### src/rtl/zcl_arp_pkg.sv
// Shared types, type codes and decode helpers for the attribute record parser.
package zcl_arp_pkg;

  localparam int POSITION_BITS_DEF = 16;
  localparam int QUEUE_DEPTH       = 4;
  localparam int TDATA_OUT_BITS    = 128;

  // Data type codes that get special handling
  localparam logic [7:0] DT_NONE     = 8'h00;
  localparam logic [7:0] DT_BOOL     = 8'h10;
  localparam logic [7:0] DT_FLOAT32  = 8'h39;
  localparam logic [7:0] DT_OCTSTR   = 8'h41;
  localparam logic [7:0] DT_CHARSTR  = 8'h42;
  localparam logic [7:0] DT_LOCTSTR  = 8'h43;
  localparam logic [7:0] DT_LCHARSTR = 8'h44;
  localparam logic [7:0] DT_INT8     = 8'h28;
  localparam logic [7:0] DT_INT64    = 8'h2F;

  typedef enum logic [1:0] {
    RK_RECORD  = 2'd0,
    RK_END_OK  = 2'd1,
    RK_END_ERR = 2'd2
  } result_kind_t;

  typedef enum logic [2:0] {
    VK_NONE     = 3'd0,
    VK_BOOL     = 3'd1,
    VK_UNSIGNED = 3'd2,
    VK_SIGNED   = 3'd3,
    VK_FLOAT    = 3'd4,
    VK_BYTES    = 3'd5
  } value_kind_t;

  typedef struct packed {
    result_kind_t kind;
    logic [15:0]  attribute_id;
    logic [7:0]   data_type;
    value_kind_t  value_kind;
    logic [63:0]  value_bits;
    logic [15:0]  bytes_offset;
    logic [15:0]  bytes_length;
    logic         last;
  } result_t;

  // Byte count of a fixed-size type; 0 for the no-value type and for non-fixed codes
  function automatic logic [3:0] fixed_size(input logic [7:0] t);
    logic [3:0] sz;
    sz = 4'd0;
    case (t) inside
      [8'h08:8'h0F], [8'h18:8'h2F]: sz = {1'b0, t[2:0]} + 4'd1;
      8'h10, 8'h30:                 sz = 4'd1;
      8'h31, 8'h38:                 sz = 4'd2;
      8'h39:                        sz = 4'd4;
      8'h3A:                        sz = 4'd8;
      default:                      sz = 4'd0;
    endcase
    return sz;
  endfunction

  function automatic logic is_string(input logic [7:0] t);
    return (t == DT_OCTSTR) || (t == DT_CHARSTR) || (t == DT_LOCTSTR) ||
           (t == DT_LCHARSTR);
  endfunction

endpackage

### src/rtl/zcl_arp_parser.sv
// Input register and per-byte record parser; yields up to two results per byte.
module zcl_arp_parser #(
  parameter int POSITION_BITS = zcl_arp_pkg::POSITION_BITS_DEF
) (
  input  logic                 clk,
  input  logic                 rst_n,
  input  logic                 in_valid,
  output logic                 in_ready,
  input  logic [7:0]           in_byte,
  input  logic                 in_end,
  input  logic                 frame_format,
  input  logic                 room,
  output logic [1:0]           push_n,
  output zcl_arp_pkg::result_t res0,
  output zcl_arp_pkg::result_t res1
);

  typedef enum logic [7:0] {
    PH_ID_LO   = 8'b0000_0001,
    PH_ID_HI   = 8'b0000_0010,
    PH_TOS     = 8'b0000_0100,
    PH_TYPE    = 8'b0000_1000,
    PH_FIXED   = 8'b0001_0000,
    PH_LEN_LO  = 8'b0010_0000,
    PH_LEN_HI  = 8'b0100_0000,
    PH_STRING  = 8'b1000_0000
  } phase_t;

  logic                     iv_r, iv_nxt;
  logic [7:0]               b_r;
  logic                     end_r;
  phase_t                   phase_r, phase_nxt;
  logic [POSITION_BITS-1:0] pos_r, pos_nxt;
  logic [15:0]              id_r, id_nxt;
  logic [7:0]               type_r, type_nxt;
  logic [15:0]              rem_r, rem_nxt;
  logic [63:0]              acc_r, acc_nxt;
  logic [2:0]               idx_r, idx_nxt;
  logic                     err_r, err_nxt;

  logic                     fire;
  logic                     begin_v;
  logic [7:0]               bv_type;
  logic [3:0]               bv_size;
  logic                     emit;
  logic                     ok;
  logic [15:0]              rem_dec;
  logic [15:0]              str_len;
  logic [POSITION_BITS-1:0] off_p;
  zcl_arp_pkg::value_kind_t vkind;
  logic [63:0]              vbits;
  logic [15:0]              voff;
  logic [15:0]              vlen;
  zcl_arp_pkg::result_t     rec;
  zcl_arp_pkg::result_t     endres;

  assign fire     = iv_r && room;
  assign in_ready = !iv_r || fire;
  assign iv_nxt   = in_valid ? 1'b1 : (iv_r && !fire);
  assign rem_dec  = rem_r - 16'd1;

  always_comb begin
    phase_nxt = phase_r;
    pos_nxt   = pos_r;
    id_nxt    = id_r;
    type_nxt  = type_r;
    rem_nxt   = rem_r;
    acc_nxt   = acc_r;
    idx_nxt   = idx_r;
    err_nxt   = err_r;
    begin_v   = 1'b0;
    bv_type   = b_r;
    bv_size   = zcl_arp_pkg::fixed_size(b_r);
    emit      = 1'b0;
    str_len   = 16'd0;
    vkind     = zcl_arp_pkg::VK_NONE;
    vbits     = '0;
    voff      = '0;
    vlen      = '0;
    off_p     = '0;

    if (!err_r) begin
      case (phase_r)
        PH_ID_LO: begin
          id_nxt    = {8'h00, b_r};
          phase_nxt = PH_ID_HI;
        end
        PH_ID_HI: begin
          id_nxt    = {b_r, id_r[7:0]};
          phase_nxt = PH_TOS;
        end
        PH_TOS: begin
          if (!frame_format) begin
            begin_v = 1'b1;
          end else if (b_r == 8'h00) begin
            phase_nxt = PH_TYPE;
          end else begin
            phase_nxt = PH_ID_LO;   // nonzero status: record skipped
          end
        end
        PH_TYPE: begin
          begin_v = 1'b1;
        end
        PH_FIXED: begin
          for (int k = 0; k < 8; k++) begin
            if (idx_r == 3'(k)) acc_nxt[8*k +: 8] = b_r;
          end
          idx_nxt = idx_r + 3'd1;
          rem_nxt = rem_dec;
          if (rem_dec == 16'd0) begin
            emit      = 1'b1;
            phase_nxt = PH_ID_LO;
            vbits     = acc_nxt;
            if (type_r == zcl_arp_pkg::DT_BOOL) begin
              vkind = zcl_arp_pkg::VK_BOOL;
              vbits = {63'b0, (acc_nxt != 64'd0)};
            end else if (type_r >= zcl_arp_pkg::DT_INT8 &&
                         type_r <= zcl_arp_pkg::DT_INT64) begin
              vkind = zcl_arp_pkg::VK_SIGNED;
              // last byte carries the sign; fill the bytes above it
              for (int k = 0; k < 8; k++) begin
                if (3'(k) > idx_r) vbits[8*k +: 8] = {8{b_r[7]}};
              end
            end else if (type_r == zcl_arp_pkg::DT_FLOAT32) begin
              vkind = zcl_arp_pkg::VK_FLOAT;
            end else begin
              vkind = zcl_arp_pkg::VK_UNSIGNED;
            end
          end
        end
        PH_LEN_LO: begin
          acc_nxt = {56'b0, b_r};
          if (type_r == zcl_arp_pkg::DT_OCTSTR || type_r == zcl_arp_pkg::DT_CHARSTR) begin
            rem_nxt = {8'h00, b_r};
            if (b_r == 8'h00) begin
              emit    = 1'b1;
              str_len = 16'd0;
            end else begin
              phase_nxt = PH_STRING;
            end
          end else begin
            phase_nxt = PH_LEN_HI;
          end
        end
        PH_LEN_HI: begin
          acc_nxt = {48'b0, b_r, acc_r[7:0]};
          rem_nxt = {b_r, acc_r[7:0]};
          if ({b_r, acc_r[7:0]} == 16'd0) begin
            emit    = 1'b1;
            str_len = 16'd0;
          end else begin
            phase_nxt = PH_STRING;
          end
        end
        PH_STRING: begin
          rem_nxt = rem_dec;
          if (rem_dec == 16'd0) begin
            emit    = 1'b1;
            str_len = acc_r[15:0];
          end
        end
        default: begin
          phase_nxt = PH_ID_LO;
        end
      endcase

      // string record: offset points at the first string byte
      if (emit && (phase_r == PH_LEN_LO || phase_r == PH_LEN_HI ||
                   phase_r == PH_STRING)) begin
        phase_nxt = PH_ID_LO;
        off_p     = pos_r + POSITION_BITS'(1) - POSITION_BITS'(str_len);
        vkind     = zcl_arp_pkg::VK_BYTES;
        voff      = 16'(off_p);
        vlen      = str_len;
      end

      if (begin_v) begin
        type_nxt = bv_type;
        if (bv_size != 4'd0) begin
          acc_nxt   = '0;
          idx_nxt   = 3'd0;
          rem_nxt   = {12'b0, bv_size};
          phase_nxt = PH_FIXED;
        end else if (bv_type == zcl_arp_pkg::DT_NONE) begin
          emit      = 1'b1;
          phase_nxt = PH_ID_LO;
        end else if (zcl_arp_pkg::is_string(bv_type)) begin
          phase_nxt = PH_LEN_LO;
        end else begin
          err_nxt   = 1'b1;
          phase_nxt = PH_ID_LO;
        end
      end
    end

    pos_nxt = pos_r + POSITION_BITS'(1);
    ok      = !err_nxt && (phase_nxt == PH_ID_LO);

    rec              = '0;
    rec.kind         = zcl_arp_pkg::RK_RECORD;
    rec.attribute_id = id_nxt;
    rec.data_type    = type_nxt;
    rec.value_kind   = vkind;
    rec.value_bits   = vbits;
    rec.bytes_offset = voff;
    rec.bytes_length = vlen;
    rec.last         = !end_r;

    endres      = '0;
    endres.kind = ok ? zcl_arp_pkg::RK_END_OK : zcl_arp_pkg::RK_END_ERR;
    endres.last = 1'b1;

    if (end_r) begin
      phase_nxt = PH_ID_LO;
      pos_nxt   = '0;
      id_nxt    = '0;
      type_nxt  = '0;
      rem_nxt   = '0;
      acc_nxt   = '0;
      idx_nxt   = '0;
      err_nxt   = 1'b0;
    end

    res0   = '0;
    res1   = '0;
    push_n = 2'd0;
    if (fire) begin
      if (emit) begin
        res0   = rec;
        res1   = endres;
        push_n = end_r ? 2'd2 : 2'd1;
      end else if (end_r) begin
        res0   = endres;
        push_n = 2'd1;
      end
    end
  end

  always_ff @(posedge clk) begin
    if (!rst_n) begin
      iv_r    <= 1'b0;
      phase_r <= PH_ID_LO;
      pos_r   <= '0;
      id_r    <= '0;
      type_r  <= '0;
      rem_r   <= '0;
      acc_r   <= '0;
      idx_r   <= '0;
      err_r   <= 1'b0;
    end else begin
      iv_r <= iv_nxt;
      if (fire) begin
        phase_r <= phase_nxt;
        pos_r   <= pos_nxt;
        id_r    <= id_nxt;
        type_r  <= type_nxt;
        rem_r   <= rem_nxt;
        acc_r   <= acc_nxt;
        idx_r   <= idx_nxt;
        err_r   <= err_nxt;
      end
    end
  end

  always_ff @(posedge clk) begin
    if (in_valid && in_ready) begin
      b_r   <= in_byte;
      end_r <= in_end;
    end
  end

  a_end_clears: assert property (@(posedge clk) disable iff (!rst_n)
    fire && end_r |=> phase_r == PH_ID_LO && !err_r && pos_r == '0)
    else $error("frame end did not clear parser state");

  a_err_idle: assert property (@(posedge clk) disable iff (!rst_n)
    err_r |-> phase_r == PH_ID_LO)
    else $error("parser left record start while in error");

  a_two_order: assert property (@(posedge clk) disable iff (!rst_n)
    push_n == 2'd2 |-> res0.kind == zcl_arp_pkg::RK_RECORD &&
                       res1.kind != zcl_arp_pkg::RK_RECORD && !res0.last && res1.last)
    else $error("record and end result pushed out of order");

endmodule

### src/rtl/zcl_arp_out_queue.sv
// Small result queue: takes up to two results per cycle, hands out one beat per cycle while out_ready is high.
module zcl_arp_out_queue (
  input  logic                 clk,
  input  logic                 rst_n,
  input  logic [1:0]           push_n,
  input  zcl_arp_pkg::result_t res0,
  input  zcl_arp_pkg::result_t res1,
  output logic                 room,
  output logic                 out_valid,
  input  logic                 out_ready,
  output zcl_arp_pkg::result_t out_res
);

  localparam int DEPTH = zcl_arp_pkg::QUEUE_DEPTH;
  localparam int PW    = $clog2(DEPTH);
  localparam int CW    = $clog2(DEPTH + 1);

  zcl_arp_pkg::result_t slot_r [DEPTH];
  logic [PW-1:0] wr_r, wr_nxt, rd_r, rd_nxt;
  logic [CW-1:0] cnt_r, cnt_nxt;
  logic          pop;

  assign out_valid = cnt_r != '0;
  assign out_res   = slot_r[rd_r];
  assign pop       = out_valid && out_ready;
  assign room      = cnt_r <= CW'(DEPTH - 2);

  always_comb begin
    wr_nxt  = wr_r + PW'(push_n);
    rd_nxt  = rd_r + PW'(pop);
    cnt_nxt = cnt_r + CW'(push_n) - CW'(pop);
  end

  always_ff @(posedge clk) begin
    if (!rst_n) begin
      wr_r  <= '0;
      rd_r  <= '0;
      cnt_r <= '0;
    end else begin
      wr_r  <= wr_nxt;
      rd_r  <= rd_nxt;
      cnt_r <= cnt_nxt;
    end
  end

  always_ff @(posedge clk) begin
    if (push_n != 2'd0) slot_r[wr_r] <= res0;
    if (push_n == 2'd2) slot_r[wr_r + PW'(1)] <= res1;
  end

  a_cnt_bound: assert property (@(posedge clk) disable iff (!rst_n)
    cnt_r <= CW'(DEPTH))
    else $error("result queue overflow");

  a_push_room: assert property (@(posedge clk) disable iff (!rst_n)
    push_n != 2'd0 |-> room)
    else $error("push without room");

  a_pop_only: assert property (@(posedge clk) disable iff (!rst_n)
    pop && push_n == 2'd0 |=> cnt_r == $past(cnt_r) - CW'(1))
    else $error("queue count wrong after pop");

endmodule

### src/rtl/zcl_attribute_record_parser.sv
// Top level of the attribute record parser: stream ports, APB register, parser and queue.
//
// Use: attribute record payload bytes enter on the in_ stream, one byte per
// beat, with in_tlast on the last byte of a frame (frames hold at least one byte).
// Each completed record leaves on the out_ stream as one beat with tuser = 0;
// after the last byte of a frame one more beat reports the frame result
// (tuser 1 ok, 2 error). out_tlast marks the last beat caused by one input byte.
// frame_format (APB register at address 0) picks report records (0) or read
// response records (1); write it only while the block is idle.
// Result path: a byte taken on in_ first lands in the input register, then the parse step
// writes its results into the result queue, from which they leave on the out_ stream.
// Throughput: one byte per cycle while the queue has room; a byte that closes a record
// and its frame makes two beats, which the four-entry result queue drains one per cycle
// while out_tready is high. The receiver may stall at any time: the queue fills, and
// in_tready drops while a byte waits in the input register with fewer than two queue
// entries free; nothing is lost.
// Reset (rst_n low, synchronous) clears the parse state, the frame position,
// the queue and frame_format.
module zcl_attribute_record_parser #(
  parameter int POSITION_BITS = zcl_arp_pkg::POSITION_BITS_DEF
) (
  input  logic         clk,
  input  logic         rst_n,
  input  logic         in_tvalid,
  output logic         in_tready,
  input  logic [7:0]   in_tdata,    // [7:0] data_byte
  input  logic         in_tlast,    // frame_end
  output logic         out_tvalid,
  input  logic         out_tready,
  // [15:0] attribute_id, [23:16] data_type, [26:24] value_kind,
  // [90:27] value_bits, [106:91] bytes_offset, [122:107] bytes_length, rest zero
  output logic [zcl_arp_pkg::TDATA_OUT_BITS-1:0] out_tdata,
  output logic [1:0]   out_tuser,   // [1:0] result_kind
  output logic         out_tlast,   // last
  input  logic         cfg_psel,
  input  logic         cfg_penable,
  input  logic         cfg_pwrite,
  input  logic [2:0]   cfg_paddr,
  input  logic [31:0]  cfg_pwdata,
  output logic [31:0]  cfg_prdata,
  output logic         cfg_pready
);

  logic                 fmt_r, fmt_nxt;
  logic                 room;
  logic [1:0]           push_n;
  zcl_arp_pkg::result_t res0, res1, head;

  assign cfg_pready = 1'b1;
  assign cfg_prdata = (cfg_paddr[2] == 1'b0) ? {31'b0, fmt_r} : 32'd0;
  assign fmt_nxt    = (cfg_psel && cfg_penable && cfg_pwrite && cfg_pready &&
                       cfg_paddr[2] == 1'b0) ? cfg_pwdata[0] : fmt_r;

  always_ff @(posedge clk) begin
    if (!rst_n) begin
      fmt_r <= 1'b0;
    end else begin
      fmt_r <= fmt_nxt;
    end
  end

  zcl_arp_parser #(
    .POSITION_BITS(POSITION_BITS)
  ) u_parser (
    .clk          (clk),
    .rst_n        (rst_n),
    .in_valid     (in_tvalid),
    .in_ready     (in_tready),
    .in_byte      (in_tdata),
    .in_end       (in_tlast),
    .frame_format (fmt_r),
    .room         (room),
    .push_n       (push_n),
    .res0         (res0),
    .res1         (res1)
  );

  zcl_arp_out_queue u_queue (
    .clk       (clk),
    .rst_n     (rst_n),
    .push_n    (push_n),
    .res0      (res0),
    .res1      (res1),
    .room      (room),
    .out_valid (out_tvalid),
    .out_ready (out_tready),
    .out_res   (head)
  );

  assign out_tuser = head.kind;
  assign out_tlast = head.last;
  assign out_tdata = {5'b0, head.bytes_length, head.bytes_offset, head.value_bits,
                      head.value_kind, head.data_type, head.attribute_id};

endmodule
### config.mk
export PLATFORM = sky130hd
export DESIGN_NAME = zcl_attribute_record_parser
export DESIGN_NICKNAME = d
export VERILOG_FILES = /design/src/rtl/zcl_arp_pkg.sv /design/src/rtl/zcl_arp_parser.sv /design/src/rtl/zcl_arp_out_queue.sv /design/src/rtl/zcl_attribute_record_parser.sv
export SDC_FILE = /design/constraint.sdc
export NUM_CORES = 1
export LEC_CHECK = 0
export BUFFER_PORTS_ARGS = -buffer_cell sky130_fd_sc_hd__buf_2
export CAP_MARGIN = 20
export CORE_MARGIN = 2
export CORE_UTILIZATION = 55
export CTS_BUF_LIST = sky130_fd_sc_hd__clkbuf_4
export CTS_CLUSTER_SIZE = 40
export DETAILED_ROUTE_END_ITERATION = 6
export MAX_ROUTING_LAYER = met4
export PLACE_DENSITY_LB_ADDON = 0.15
export SYNTH_ARGS = -nofsm -noshare
export SYNTH_HDL_FRONTEND = slang
export SYNTH_SLANG_ARGS = --single-unit
### constraint.sdc
create_clock -name clk -period 4.5 [get_ports clk]
set_input_delay 0.9 -clock clk [delete_from_list [all_inputs] [get_ports clk]]
set_output_delay 0.9 -clock clk [all_outputs]
set_load 0.01 [all_outputs]
Yosys cells after proc, flatten, opt, wreduce, memory -nomap -nowiden. Memory sizes are Yosys's and may differ from the RTL's. A register that Yosys moved wholly into a read port is not among the register bits. Cells that the tools add are included.

Bits in registers: 150. Bits in writable memories: 504. Input bits: 51. Output and inout port bits: 166. Logic and storage cells: 240. Memories: 1.

Add/sub/neg operators: 10. Order comparisons: 15. Equal/unequal tests: 32. Multiplexer cells: 129. Bitwise gates (word level): 1. Reductions and logical operators: 37.

Memories: u_queue.slot_r (depth 4, bits a word 126, rd ports 1, clocked after memory_dff 1, wr ports 2, line zcl_arp_out_queue.sv:18) `zcl_arp_pkg::result_t slot_r [DEPTH];`.

Operators by type and width (count): 126-bit 2-to-1 mux (5); 64-bit 2-to-1 mux (9); 8-bit 2-to-1 mux (46); 16-bit 2-to-1 mux (15); 64-bit case mux with 3 select lines (1); 64-bit nonzero test (1); 8-bit by 6-bit equality test with 1-bit output, second input constant (7); 8-bit by 7-bit equality test with 1-bit output, second input constant (7); 8-bit case mux with 7 select lines (1); 16-bit case mux with 3 select lines (1); 3-bit 2-to-1 mux (12); 16-bit zero test (2); 16-bit case mux with 2 select lines (1); 8-bit by 5-bit equality test with 1-bit output, second input constant (3); 1-bit 2-to-1 mux (24); 4-bit 2-to-1 mux (6); 16-bit by 1-bit adder with 16-bit output, second input constant (1); 8-bit by 1-bit equality test with 1-bit output, second input constant (2); 8-bit by 6-bit less-or-equal comparator with 1-bit output, second input constant (2); 16-bit by 1-bit subtractor with 16-bit output, second input constant (1); 16-bit subtractor (1); 3-bit equality test, second input constant (4); 3-bit > comparator, first input constant (4); 1-bit logical AND (12); 36 further kinds (56).

Depth between registers and ports, before layout. Gate-level depths: netlist of run 1.

Word-level depth: 16. Gate-level depth with buffers: 20. Mapped depth without buffers: 19.

By module. From an unflattened synthesis of run 1, not the netlist that was laid out.

Cells, all modules: 2817. Area, all modules: 36358.6 sq um.

Modules (own cells, without submodules): zcl_arp_out_queue (times used 1, cells an instance 1263, area each 24902.6 sq um, seq. area each 15274.6 sq um); zcl_arp_parser (times used 1, cells an instance 1509, area each 11103.1 sq um, seq. area each 2932.8 sq um); zcl_attribute_record_parser (times used 1, cells an instance 45, area each 352.8 sq um, seq. area each 20.0 sq um).

Worst setup path after synthesis of run 1. No wires, ideal clock.

Path type: flip-flop to flip-flop. Start point: register u_parser.rem_r[5]. End point: memory u_queue.slot_r[0][31] (netlist bit). Setup time: 0.134 ns. Arrival: 4.272 ns. Required time: 4.366 ns. Setup slack: 0.094 ns. Cell stages (with the launch flop): 20. Buffers on the path: 2. Clock period less this slack: 4.406 ns. Cell sequence: dfxtp_1 -> buf_2 -> or3_1 -> or3_1 -> nor4_2 -> a21o_1 -> nand4_1 -> nor2_1 -> buf_2 -> and2_1 -> ha_1 -> fa_1 -> nor2b_1 -> o31a_1 -> o211ai_1 -> nand2_1 -> a311oi_1 -> nor2_1 -> a311oi_1 -> o21ai_1.

RTL lines: start, declared (line zcl_arp_parser.sv:36) `logic [15:0] rem_r, rem_nxt;`; start signal, assigned (line zcl_arp_parser.sv:257) `rem_r <= rem_nxt;`; end, declared (line zcl_arp_out_queue.sv:18).

==> impl_metrics.tcl, run 1 <==
set metrics [dict create \
    status "finished clean" \
    vias 25000 \
    async_reset_ff_share_pct 0 \
    insertion_delay_ps 1030 \
    fmax_ghz 0.226 \
    fillers 4293 \
    start_kind "register" \
    rows 83 \
    ant_nets 0 \
    crit_type "reg -> reg" \
    skew_ps 75.6 \
    hold_class "in -> reg" \
    multi_input_area_um2 14400 \
    root_buffer "clkbuf_4" \
    critPathCaptureType "register" \
    synth-main-ff-cell "dfxtp_1" \
    yosysSeqAreaShare_pct 46.3 \
    synth-seq-cells 654 \
    htreeDepth 4 \
    p_per_area_nw_per_um2 372 \
    grt_pass1_vias 24300 \
    io_buffers 146 \
    tightest_slew_ps 987 \
    period_share_pct 98.5 \
    antenna_found_initial 4 \
    synth.distinct_cells 88 \
    drive_above_1_share_pct 22.1 \
    required_ps 5450 \
    num_io_pins 217 \
    drv_slew 0 \
    hold_path_depth 1 \
    rsz0062_at_grt "yes" \
    relSlewSlack_pct 34.2 \
    clockBufferDepth 3 \
    grt_max_degree 49 \
    cts.sinks 654 \
    cp_cell_sequence "or4_4 > buf_4 > a2111oi_4 > o22ai_2 > a21o_1 > nand4_1 > nor2_2 > buf_6 > buf_4 > nand2_1 > ha_1 > and4_4 > nand3_1 > o211ai_1 > o41ai_2 > o21ai_1 > xor2_1 > nand2_2 > o21ai_0" \
    die_w_um 233 \
    clk_pin_slew_ps 70 \
    synth_edf_count 21 \
    first_pass_iters 6 \
    routed_wirelength_mm 87.8 \
    cp_data_arrival_time_ps 5380 \
    groute.usage.overall_pct 33.1 \
    critical_path_depth 19 \
    globalplace.congestion 0.959 \
    min_period_ps 4430 \
    critPathTopFamily "compound AO/OA/AOI/OAI gates" \
    critPathBufInv 3 \
    peakVddDrop_uv 264 \
    start_util_pct 55.8 \
    final_nets 3310 \
    yosysWarnings 0 \
    final_cell_mix "dfxtp_1 (631), nand2_1 (492), o21ai_0 (320)" \
    critPathSlowestCell "or4_4" \
    slowest_delay_ps 550 \
    p_leak_nw 12.5 \
    final_core_util_pct 63.7 \
    power_mw 12.2 \
    reg2reg_depth 19 \
    final-hold-violation-count 0 \
    instances_no_fill 4018 \
    sequential_cell_area_um2 13300 \
    maxCapViolations 0 \
    grt_pass1_wl_mm 136 \
    dp_hpwl_mm 57.2 \
    crit_fanout 6 \
    dp_cells 3728 \
    cts_buffers 167 \
    die-area_um2 54100 \
    coreArea_um2 51500 \
    setup_violations 0 \
    crit_top_cell "buf_4" \
    wire_per_inst_um 21.9 \
    cts_tree "yes" \
    syn-instance-count 2991 \
    grt_overflow 0 \
    die_h_um 233 \
    drc 0 \
    vias_per_cell 6.22 \
    setup_tns_ps 0 \
    syn_to_final_growth_pct 14.2 \
    synth_area_per_cell_um2 9.61 \
    cts.hold.buffers_added 0 \
    mostFrequentLayoutCell "dfxtp_1" \
    netlist_area_um2 28800 \
    first_iter_violations 2444 \
]
where the power goes:
group	switching, mW	total [mW]	internal, mW
clock	2.41	4.92	2.51
sequential	0.143	6.00	5.86
combinational	0.803	1.28	0.480
cell type report:
type / count / area share, %
clock buffer: 228 / 5.21
timing repair buffer: 292 / 6.29
multi-input combinational: 2077 / 44.0
antenna: 5 / 0.0381
inverter: 33 / 0.377
sequential: 654 / 40.5
clock inverter: 49 / 0.934
tap: 680 / 2.59
through the flow:
| stage | cell area [µm²] | hold WS (ps) | setup slack, ps |
|---|---|---|---|
| floorplan | 28900 | 420 | 94.3 |
| global placement | 30600 | 428 | -86.6 |
| detailed placement | 30600 | 437 | -177 |
| CTS | 32700 | 7.32 | 0.559 |
| global route | 32800 | -7.94 | -71.4 |
| finish | 32800 | 95.0 | 68.6 |
Yosys cell counts (7+ instances only):
master    count  share of area [%]
or3_1        13               0.28
a21o_1       14               0.37
ha_1         32                1.4
nor2_1       93                1.2
and2_1       28               0.61
buf_4        38               0.99
a21oi_1      55               0.96
xnor2_1      16               0.49
nand2b_1      8               0.17
clkbuf_1    169                2.2
nand2_1     494                6.4
mux4_2      126                9.9
mux2i_1      23               0.80
a21boi_0      7               0.18
a32oi_1      11               0.34
nand4_1      10               0.22
buf_2        28               0.49
a211oi_1      9               0.23
a22oi_1      71                1.9
or4_1        16               0.42
nor2b_1      88                1.9
nor4_1       17               0.37
dfxtp_1     633                 44
a31oi_1      31               0.67
edfxtp_1     21                2.2
and3_1       17               0.37
nor3_1       46               0.80
a22o_1      226                6.9
nand3_1      35               0.61
o21ai_0     324                5.6
o21ai_1      79                1.4
xor2_1       24               0.73
o31ai_1      12               0.31
inv_1        31               0.40
buf_1        23               0.30
a31o_2        9               0.27
kinds of logic (layout without fill, tap and decap cells):
logic type	after synthesis	after routing	share of synthesized area (%)
and+or+nand+nor	910	910	14.8
muxes	151	151	10.7
buffers and inverters	295	602	4.57
adders and majority gates	34	34	1.53
DFF	654	654	46.3
AOI/OAI and AO/OA	905	905	20.9
other	2	42	0.0261
xor gates and xnor gates	40	40	1.22
per-layer routing:
layer  vias up  GRT usage [%]  routed length (µm)
met5         -              -                   0
met4         0           11.8                1690
met3       134           6.21                6540
met2      1107           52.3               42400
met1     12400           42.6               37200
li1      11400              -                   -
path summary, 6_finish.rpt:
path	startpoint	to	slack, ps
worst max-delay path	u_parser.rem_r[1]	u_queue.slot_r[1][30]	70
worst min-delay path	in_tdata[0]	u_parser.b_r[0]	100
worst max register to register	u_parser.rem_r[1]	u_queue.slot_r[1][30]	70
worst min register to register	u_queue.slot_r[1][107]	u_queue.slot_r[1][107]	450
state kept, by name, summed over array words and instances (netlist names):
| name | count |
|---|---|
| u_queue.rd_r | 2 |
| u_parser.rem_r | 16 |
| u_queue.slot_r | 504 |
| fmt_r | 1 |
| u_parser.type_r | 8 |
| u_parser.phase_r | 8 |
| u_parser.acc_r | 64 |
| u_parser.iv_r | 1 |
| u_queue.wr_r | 2 |
| u_queue.cnt_r | 3 |
| u_parser.err_r | 1 |
| u_parser.idx_r | 3 |
| u_parser.pos_r | 16 |
| u_parser.b_r | 8 |
| u_parser.end_r | 1 |
| u_parser.id_r | 16 |
what timing repair did:
| item | in CTS | in global routing |
|---|---|---|
| endpoints found under the setup margin | 19 | 99 |
| pin swaps | 2 | 13 |
| resized for setup | 4 | 26 |
| setup buffers | 1 | 5 |
(Power assumes the default switching activity.)
==> run 2, diff against run 1 <==
--- a/config.mk
+++ b/config.mk
@@ -14,6 +14,7 @@
 export DETAILED_ROUTE_END_ITERATION = 6
 export MAX_ROUTING_LAYER = met4
 export PLACE_DENSITY_LB_ADDON = 0.15
+export SETUP_SLACK_MARGIN = 0.1
 export SYNTH_ARGS = -nofsm -noshare
 export SYNTH_HDL_FRONTEND = slang
 export SYNTH_SLANG_ARGS = --single-unit
==> constraint.sdc (replaced) <==
create_clock -name clk -period 4.5 [get_ports clk]
set_input_delay 1.35 -clock clk [delete_from_list [all_inputs] [get_ports clk]]
set_output_delay 1.35 -clock clk [all_outputs]
set_load 0.01 [all_outputs]
==> run 2 against run 1 <==
Against the previous run:
- sequential share of layout area fell by 0.38 points
- setup slack better by 81 ps
- clock skew fell by 7.8 ps
- sequential power down 0.7%
- combinational power increased by 5%
- via count is essentially flat
- sequential cell count is the same
- non-clock buffer count up 8
- critical path depth is 2 lower
==> impl_metrics.tcl, run 2 (same netlist as run 1, synthesis figures left out) <==
set metrics [dict create \
    required_ps 5390 \
    dp_cells 3732 \
    die_w_um 233 \
    setup_tns_ps 0 \
    final-hold-violation-count 0 \
    grt_pass1_wl_mm 134 \
    worst_hold_path.endpoint "u_queue.slot_r[1][28]" \
    mostFrequentLayoutCell "dfxtp_1" \
    instances_no_fill 4034 \
    routed_wirelength_mm 87.5 \
    clk_pin_slew_ps 70 \
    fmax_ghz 0.230 \
    route.met3.wl_mm 7.39 \
    ant_nets 0 \
    p_per_area_nw_per_um2 370 \
    die-area_um2 54100 \
    die_h_um 233 \
    status "finished clean" \
    dr_wl_met2_mm 41.4 \
    groute.usage.overall_pct 32.7 \
    skew_ps 67.9 \
    hold_start "u_queue.slot_r[1][28]" \
    grt_overflow 0 \
    pre_cts_ws_ps -129 \
    tightest_slew_ps 1120 \
    cts_tree "yes" \
    wire_per_inst_um 21.7 \
    reg2reg_slack_ps 150 \
    start_util_pct 55.8 \
    drive_above_1_share_pct 23.1 \
    syn_to_final_growth_pct 15.3 \
    cp_data_arrival_time_ps 5240 \
    crit_type "reg -> reg" \
    top_register "u_queue.slot_r" \
    reg2reg_to "u_queue.slot_r[0][31]" \
    cts.hold.buffers_added 0 \
    reg_top3 "u_queue.slot_r x504, u_parser.acc_r x64" \
    crit_fanout 6 \
    final_nets 3319 \
    r2r-start "u_parser.rem_r[3]" \
    grt_max_degree 67 \
    cts_buffers 167 \
    cts.sinks 654 \
    relSlewSlack_pct 25.3 \
    grt_pass1_vias 24600 \
    drv_slew 0 \
    fin_ws_ps 149 \
    drc 0 \
    p_leak_nw 12.6 \
    min_period_ps 4350 \
    insertion_delay_ps 1070 \
    hold_class "reg -> reg" \
    rsz0062_at_grt "yes" \
    final_cell_mix "dfxtp_1 (628), nand2_1 (486), o21ai_0 (322)" \
    num_io_pins 217 \
    coreArea_um2 51500 \
    globalplace.congestion 0.932 \
    met1_length_mm 36.1 \
    maxCapViolations 0 \
    htreeDepth 4 \
    first_pass_iters 6 \
    timing.hold.ws_ps 445 \
    period_share_pct 96.7 \
    start_kind "register" \
    top_layer "met4" \
    largest_reg_flops 504 \
    peakVddDrop_uv 248 \
    hold_path_depth 2 \
    vias 25000 \
    dp_hpwl_mm 57.2 \
    io_buffers 146 \
    clockBufferDepth 3 \
    antenna_found_initial 3 \
    fillers 4301 \
    rows 83 \
    reg2reg_depth 17 \
    root_buffer "clkbuf_4" \
    critPathCaptureType "register" \
    vias_per_cell 6.19 \
    setup_violations 0 \
    first_iter_violations 2301 \
]
run 2: cell count changes in the layout (fill, tap and decap cells not counted), sizes merged:
cell / previous run / this run
diode: 5 / 8
inv: 38 / 36
clkinvlp: 5 / 4
bufinv: 3 / 2
buf: 291 / 299
clkbuf: 229 / 237
nor2: 99 / 100
run 2: per-stage QoR:
stage | cell area [µm²] | util [%] | power (mW)
2_1_floorplan | 28900 | - | 6.96
3_3_place_gp | 30700 | 59.5 | 7.38
3_5_place_dp | 30700 | 59.5 | 7.39
4_1_cts | 32800 | 63.7 | 12.3
5_1_grt | 33200 | 64.4 | 12.7
6_report | 33200 | 64.4 | 12.3
run 2: critical path, cell delays in order (launching register included):
cell	delay [ps]
dfxtp_2	330
or4_4	570
or4b_4	550
o311ai_4	110
nand4_1	240
nor2_2	190
buf_6	160
and2_4	160
ha_4	140
fa_2	210
nor2b_2	50
o31a_1	260
o211ai_1	190
nand2_1	120
a311oi_2	310
nor2_2	100
a311oi_4	370
o21ai_1	130
run 2: report_power, final:
part / leakage [nW] / switching [mW] / internal, mW
logic: 6.13 / 0.841 / 0.499
clock network: 1.20 / 2.43 / 2.52
registers: 5.30 / 0.107 / 5.86
run 2: worst max path at each step:
| stage | from | endpoint |
|---|---|---|
| 6_report | u_parser.rem_r[3] | u_queue.slot_r[0][31] |
| 5_1_grt | u_parser.rem_r[3] | u_queue.slot_r[0][31] |
| 4_1_cts | u_parser.rem_r[1] | u_queue.slot_r[0][31] |
| 3_5_place_dp | u_parser.rem_r[0] | u_queue.slot_r[3][32] |
| 3_3_place_gp | u_parser.rem_r[0] | u_queue.slot_r[0][32] |
| 2_1_floorplan | u_parser.rem_r[5] | u_queue.slot_r[0][32] |
run 2: timing repair:
action / CTS / global route
buffers inserted: 5 / 6
pin swaps: 9 / 32
setup endpoints to repair: 31 / 66
endpoints found under the hold margin: 0 / 0
gates cloned: 0 / 1
gates resized for setup: 10 / 52
run 2: layout make-up:
cell class                 instances  area (µm²)  share of cell area (%)
inverter                          33         124                   0.374
clock inverter                    45         254                   0.766
antenna                            8        20.0                  0.0604
multi-input combinational       2078       14600                    44.1
tap                              680         851                    2.57
timing repair buffer             300        2190                    6.59
clock buffer                     236        1770                    5.34
sequential                       654       13300                    40.2
run 2: metal layers:
metal,track usage [%],vias up
met1,40.8,12200
met4,13.7,0
met5,-,-
li1,-,11400
met2,50.7,1125
met3,8.03,197
